--- src/rtl/vfc_pkg.sv ---
// Shared widths, codes and controller/datapath interface types for the curl block.
package vfc_pkg;

  // Default grid limits per axis
  localparam int DEF_MAX_SIZE_X = 16;
  localparam int DEF_MAX_SIZE_Y = 16;
  localparam int DEF_MAX_SIZE_Z = 16;

  // Field widths
  localparam int POS_W     = 4;
  localparam int FIELD_W   = 16;
  localparam int DIFF_W    = FIELD_W + 1;
  localparam int CURL_W    = FIELD_W + 2;
  localparam int SIZE_W    = 5;
  localparam int EXT_W     = 9;   // holds any size limit up to 256
  localparam int CFG_IDX_W = 2;
  localparam int VEC_W     = 3 * FIELD_W;

  localparam logic [SIZE_W-1:0] SIZE_RESET = SIZE_W'(16);

  // Configuration register indexes
  localparam logic [CFG_IDX_W-1:0] CFG_SIZE_X = CFG_IDX_W'(0);
  localparam logic [CFG_IDX_W-1:0] CFG_SIZE_Y = CFG_IDX_W'(1);
  localparam logic [CFG_IDX_W-1:0] CFG_SIZE_Z = CFG_IDX_W'(2);

  // Command codes
  localparam logic CMD_WRITE = 1'b0;
  localparam logic CMD_READ  = 1'b1;

  // Controller states
  typedef enum logic [2:0] {
    ST_IDLE,
    ST_ISSUE,
    ST_RD_X,
    ST_RD_Y,
    ST_RD_Z,
    ST_LAST,
    ST_DONE
  } state_e;

  // Store address select
  typedef enum logic [1:0] {
    SEL_OWN,
    SEL_NX,
    SEL_NY,
    SEL_NZ
  } addr_sel_e;

  // Commands from controller to datapath
  typedef struct packed {
    logic      capture;
    logic      mem_we;
    logic      mem_re;
    addr_sel_e sel;
    logic      ld_own;
    logic      ld_dx;
    logic      ld_dy;
    logic      ld_dz;
    logic      ld_out;
  } ctrl_cmd_t;

  // Status from datapath to controller
  typedef struct packed {
    logic is_read;
    logic oor;
  } dp_status_t;

endpackage

--- src/rtl/vfc_ctrl.sv ---
// Controller state machine: sequences store accesses and owns the output beat.
module vfc_ctrl (
  input  logic                clk_i,
  input  logic                rst_ni,
  input  logic                in_valid_i,
  output logic                in_stall_o,
  output logic                out_valid_o,
  input  logic                out_stall_i,
  input  vfc_pkg::dp_status_t status_i,
  output vfc_pkg::ctrl_cmd_t  cmd_o
);
  import vfc_pkg::*;

  state_e state_q, state_d;
  logic   out_valid_q, out_valid_d;
  logic   out_free;

  assign out_free = !out_valid_q || !out_stall_i;

  // Next state
  always_comb begin
    state_d = state_q;
    case (state_q)
      ST_IDLE: begin
        if (in_valid_i) state_d = ST_ISSUE;
      end
      ST_ISSUE: begin
        if (!status_i.is_read) state_d = ST_IDLE;
        else if (status_i.oor) state_d = ST_DONE;
        else state_d = ST_RD_X;
      end
      ST_RD_X: state_d = ST_RD_Y;
      ST_RD_Y: state_d = ST_RD_Z;
      ST_RD_Z: state_d = ST_LAST;
      ST_LAST: state_d = ST_DONE;
      ST_DONE: begin
        if (out_free) state_d = ST_IDLE;
      end
      default: state_d = ST_IDLE;
    endcase
  end

  // Datapath commands
  always_comb begin
    cmd_o = '0;
    cmd_o.sel = SEL_OWN;
    case (state_q)
      ST_IDLE: cmd_o.capture = in_valid_i;
      ST_ISSUE: begin
        cmd_o.mem_we = !status_i.is_read && !status_i.oor;
        cmd_o.mem_re = status_i.is_read && !status_i.oor;
        cmd_o.sel    = SEL_OWN;
      end
      ST_RD_X: begin
        cmd_o.mem_re = 1'b1;
        cmd_o.sel    = SEL_NX;
        cmd_o.ld_own = 1'b1;
      end
      ST_RD_Y: begin
        cmd_o.mem_re = 1'b1;
        cmd_o.sel    = SEL_NY;
        cmd_o.ld_dx  = 1'b1;
      end
      ST_RD_Z: begin
        cmd_o.mem_re = 1'b1;
        cmd_o.sel    = SEL_NZ;
        cmd_o.ld_dy  = 1'b1;
      end
      ST_LAST: cmd_o.ld_dz = 1'b1;
      ST_DONE: cmd_o.ld_out = out_free;
      default: cmd_o = '0;
    endcase
  end

  // Output beat: set on load, drop once taken
  always_comb begin
    out_valid_d = out_valid_q;
    if (cmd_o.ld_out) out_valid_d = 1'b1;
    else if (!out_stall_i) out_valid_d = 1'b0;
  end

  always_ff @(posedge clk_i or negedge rst_ni) begin
    if (!rst_ni) begin
      state_q     <= ST_IDLE;
      out_valid_q <= 1'b0;
    end else begin
      state_q     <= state_d;
      out_valid_q <= out_valid_d;
    end
  end

  assign in_stall_o  = (state_q != ST_IDLE);
  assign out_valid_o = out_valid_q;

endmodule

--- config.mk ---
export PLATFORM = sky130hd
export DESIGN_NAME = vfc_ctrl
export DESIGN_NICKNAME = d
export VERILOG_FILES = /design/src/rtl/vfc_pkg.sv /design/src/rtl/vfc_ctrl.sv
export SDC_FILE = /design/constraint.sdc
export NUM_CORES = 1
export LEC_CHECK = 0
export BUFFER_PORTS_ARGS = -buffer_cell sky130_fd_sc_hd__buf_2
export CAP_MARGIN = 5
export CELL_PAD_IN_SITES_DETAIL_PLACEMENT = 2
export CELL_PAD_IN_SITES_GLOBAL_PLACEMENT = 2
export CORE_AREA = 3 3 46 48
export CTS_BUF_LIST = sky130_fd_sc_hd__clkbuf_4 sky130_fd_sc_hd__clkbuf_8 sky130_fd_sc_hd__clkbuf_16
export DETAILED_ROUTE_END_ITERATION = 16
export DIE_AREA = 0 0 49 51
export GPL_ROUTABILITY_DRIVEN = 0
export GPL_TIMING_DRIVEN = 0
export PLACE_DENSITY_LB_ADDON = 0.08
export SYNTH_ARGS = -nofsm -noshare
export SYNTH_HDL_FRONTEND = slang
export SYNTH_SLANG_ARGS = --single-unit
--- constraint.sdc ---
create_clock -name clk_i -period 1 [get_ports clk_i]
set_input_delay 0.1 -clock clk_i [delete_from_list [all_inputs] [get_ports clk_i]]
set_output_delay 0.1 -clock clk_i [all_outputs]
set_load 0.03 [all_outputs]
==> After elaboration in Yosys (flattened, before gate mapping) <==
Index checks and enable logic that the tools add are counted.
{ "totals": {"register_bits": 4, "inputBits": 6} }
{ "classes": {"eq_ne": 9, "n_reduce_logical": 10, "mux": 15} }
{ "op_table": {"columns": ["operator", "count"], "rows": [
  ["$pmux W3 S7", 1],
  ["$mux W3", 4],
  ["$pmux W3 S4", 1],
  ["$eq A3 B3 Y1 const B", 3],
  ["$mux W1", 9],
  ["$eq A3 B2 Y1 const B", 2],
  ["$logic_not A1 Y1", 4],
  ["$ne A2 B2 Y1 const B", 2],
  ["$eq A3 B1 Y1 const B", 1],
  ["$logic_not A3 Y1", 1],
  ["$reduce_bool A3 Y1", 1],
  ["$logic_and A1 B1 Y1", 2],
  ["$ne A2 B1 Y1 const B", 1],
  ["$reduce_and A2 Y1", 1],
  ["$logic_or A1 B1 Y1", 1]
]} }

==> Logic depth before layout (Yosys ltp) <==
{ "logic_depth": {"word_depth": 4, "mapped_depth": 4, "depth_no_buf": 2} }

==> Least setup slack after synthesis <==
Ideal clock, no wire load.
{ "synth_timing": {"kind": "register to output", "start": "reg state_q[1]", "end": "out cmd_o[8] (netlist bit)", "required_time_ps": 900, "stages_incl_launch_ff": 4, "path_buffers": 1, "arrival_ps": 1586, "slack_ps": -686, "cell_sequence": "dfrtp_1 buf_2 nand2b_1 nor4_1"} }
{ "synth_rtl": {"columns": ["item", "line", "rtl"], "rows": [
  ["from (decl)", "vfc_ctrl.sv:14", "state_e state_q, state_d;"],
  ["from (signal assigned)", "vfc_ctrl.sv:87", "state_q <= state_d;"],
  ["to (decl)", "vfc_ctrl.sv:10", "output vfc_pkg::ctrl_cmd_t cmd_o"]
]} }

==> qor.csv <==
stage;metric;value;unit
timing;Slew HR;0.883;
min_path;hold path depth;3;
route;vias per inst;4.40;
status;status;finished with violations;
timing;Worst-Margin Slew;0.175;ns
worst_setup_path;worst path cell trace;buf_6 > or3_4 > nor2_4 > buf_6;
flow_run;Max Cap Viol;0;
timing;Final min period;1.50;ns
worst_setup_path;most frequent CP cell;buf_6;
synth;area of the mapped netlist;332;um^2
global_route;initial antenna violation count;0;
worst_setup_path;reg2reg path depth;5;
timing;final hold vios;0;
worst_setup_path;WP data arrival;1.40;ns
synth;Ys Warns;0;
finish;synth-to-layout area growth;138;%
worst_setup_path;CP peak stage delay;0.40;ns
finish;register cell area after layout;103;um^2
die;I/O pin count;18;
cts;CTS sink cnt;4;
synth;sequential fraction of the synthesis area;0.302;
global_route;GR Overflow Total;0;
pwr;pwr dens;3930;nW/um^2
route;DR WL/cell;15.2;um
min_path;hold crit path type;in2reg;
synth;Synth Net Count;45;
pwr;Leak;0.362;nW
cts;# H-tree levels;1;
route;routed vias;431;
worst_setup_path;Crit path max-delay family;simple AND/OR/NAND/NOR gates;
worst_setup_path;Crit. End Element;output port;
global_route;Total GRT Usage;0.143;
cts;worst skew pair latency;0.25;ns
finish;multi-input logic area;294;um^2
route;Starting DRT DRC Count;2;
synth;synthesized instance count;39;
synth;Synth top area share;0.302;
finish;ant diodes;0;
route;final antenna-violating net count;0;
timing;Slew Limit Fails;0;
route;Detailed Route WL;1490;um
die;Vert. Die Dim;51;um
global_route;first-pass GRT wire length;2660;um
global_route;vias in the first global route;499;
die;FP Rows;15;
die;die area;2500;um^2
cts;clock buffer count from CTS;3;
timing;hold slack;0.131;ns
cts;clk buf depth;2;
worst_setup_path;CP bufs+invs;2;
die;initial core utilization;0.190;
worst_setup_path;slowest cell on the critical path;dfrtp_1;
timing;fin crit share;1.50;
finish;fillcell total;186;
synth;top post-synthesis cells by count;4 x dfrtp_1, 4 x nand2_1, 4 x nor2_1;
placed_design;Place WS;-0.351;ns
synth;Post-synth EDFFs;0;
synth;Synth async-reset ratio;1.00;
timing;Max Freq;0.668;GHz
status;failing checks;negative setup slack;
cts;clock slew at reported path FFs;0.05;ns
worst_setup_path;critical path depth;4;
timing;clk_skew;0.00712;ns
cts;CTS root buf;clkbuf_4;
timing;Final Worst Setup Slack;-0.496;ns
global_route;largest net degree at the start of global routing;6;
cts;TritonCTS clock tree;built;
synth;Cell variety after synth;24;
synth;Avg Synthesized Cell Area;8.50;um^2
pwr;Max IR drop VDD;1500;uV
route;Pre-antenna DRT Iters;2;
synth;top_reg_cell synth;dfrtp_1;
placed_design;DPL Wire Length;839;um
synth;Synth area leaders;dfrtp_1 30%, nand2b_1 5.7%, o21ai_2 5.3%;
synth;biggest area consumer among synthesized cells;dfrtp_1;
route;Post-route DRC;0;
finish;layout cell share with drive strength beyond 1;0.808;
timing;Final Setup Violations;15;
finish;nets;80;
worst_setup_path;crit path kind;reg2out;
die;Core Area;1750;um^2
synth;Seq cells post-synth;4;
worst_setup_path;Startpoint Class;flip-flop;
die;Die Wd;49;um
pwr;Tot Pwr;3.11;mW
timing;unrepaired setup endpoints after global routing;yes;
placed_design;IO buf count;17;
worst_setup_path;CP Max Fanout;4;
worst_setup_path;CP required;0.90;ns
cell families after synthesis:
family,share of synthesized area
AO/OA/AOI/OAI,0.230
AND/OR/NAND/NOR,0.340
buffers and inverters,0.128
flip-flops,0.302
placed cells by master (no fill, tap or decap), types with 2 or more instances in the layout:
cell type	synthesis	final
buf_6	1	13
buf_4	2	11
buf_2	1	6
nor2_4	0	4
clkbuf_4	0	4
nand2_1	4	3
buf_8	0	2
inv_1	2	2
nand3b_1	2	2
dfrtp_2	0	2
dfrtp_1	4	2
timing repair:
action                                 4_1_cts  5_1_grt
setup buffers                               13        1
hold buffers                                 1        0
pin swaps                                    7        2
endpoints found under the hold margin        4        0
setup endpoints to repair                   14       16
resized for setup                           34       10
power breakdown:
part	internal [mW]	switching, mW
Sequential	0.247	0.109
Combinational	1.23	1.26
Clock	0.178	0.0849
flip-flops by register name (all words and copies together), names as in the netlist:
signal / cells
state_q: 3
out_valid_o: 1
tightest hold or removal path, cell delays in order:
cell	delay, ns
buf_2	0.12
nand2_1	0.06
nand2_1	0.06
cell type report:
class	count	area share
inverters	3	0.0174
repair buffers	31	0.356
clock buffers	4	0.0380
plain buffers	3	0.0475
multi-input cells	28	0.372
well taps	25	0.0396
flip-flops and latches	4	0.130
through the flow:
step | utilization | area [um^2] | instances | TNS [ns]
floorplan | - | 385 | 39 | -1.18
global placement | 0.287 | 502 | 81 | -2.75
detailed placement | 0.287 | 502 | 81 | -3.19
CTS | 0.435 | 759 | 98 | -5.37
global route | 0.453 | 791 | 98 | -6.27
finish | 0.453 | 791 | 98 | -5.31
final timing paths:
check	start	endpoint	slack [ns]
max in group asynchronous	rst_ni	out_valid_o	0.69
max reg2reg	state_q[1]	state_q[2]	-0.26
min in group asynchronous	rst_ni	state_q[2]	0.18
min reg2reg	out_valid_o	out_valid_o	0.58
min	out_stall_i	out_valid_o	0.13
max	state_q[1]	cmd_o[9]	-0.50
layer usage:
layer / track usage / wire length [um] / up-vias
met5: 0 / 0 / -
met4: 0.0569 / 27 / 0
met3: 0.0117 / 39 / 2
met2: 0.281 / 820 / 13
met1: 0.158 / 601 / 211
li1: - / - / 205
Note: power is estimated with default switching activity, not from simulation.
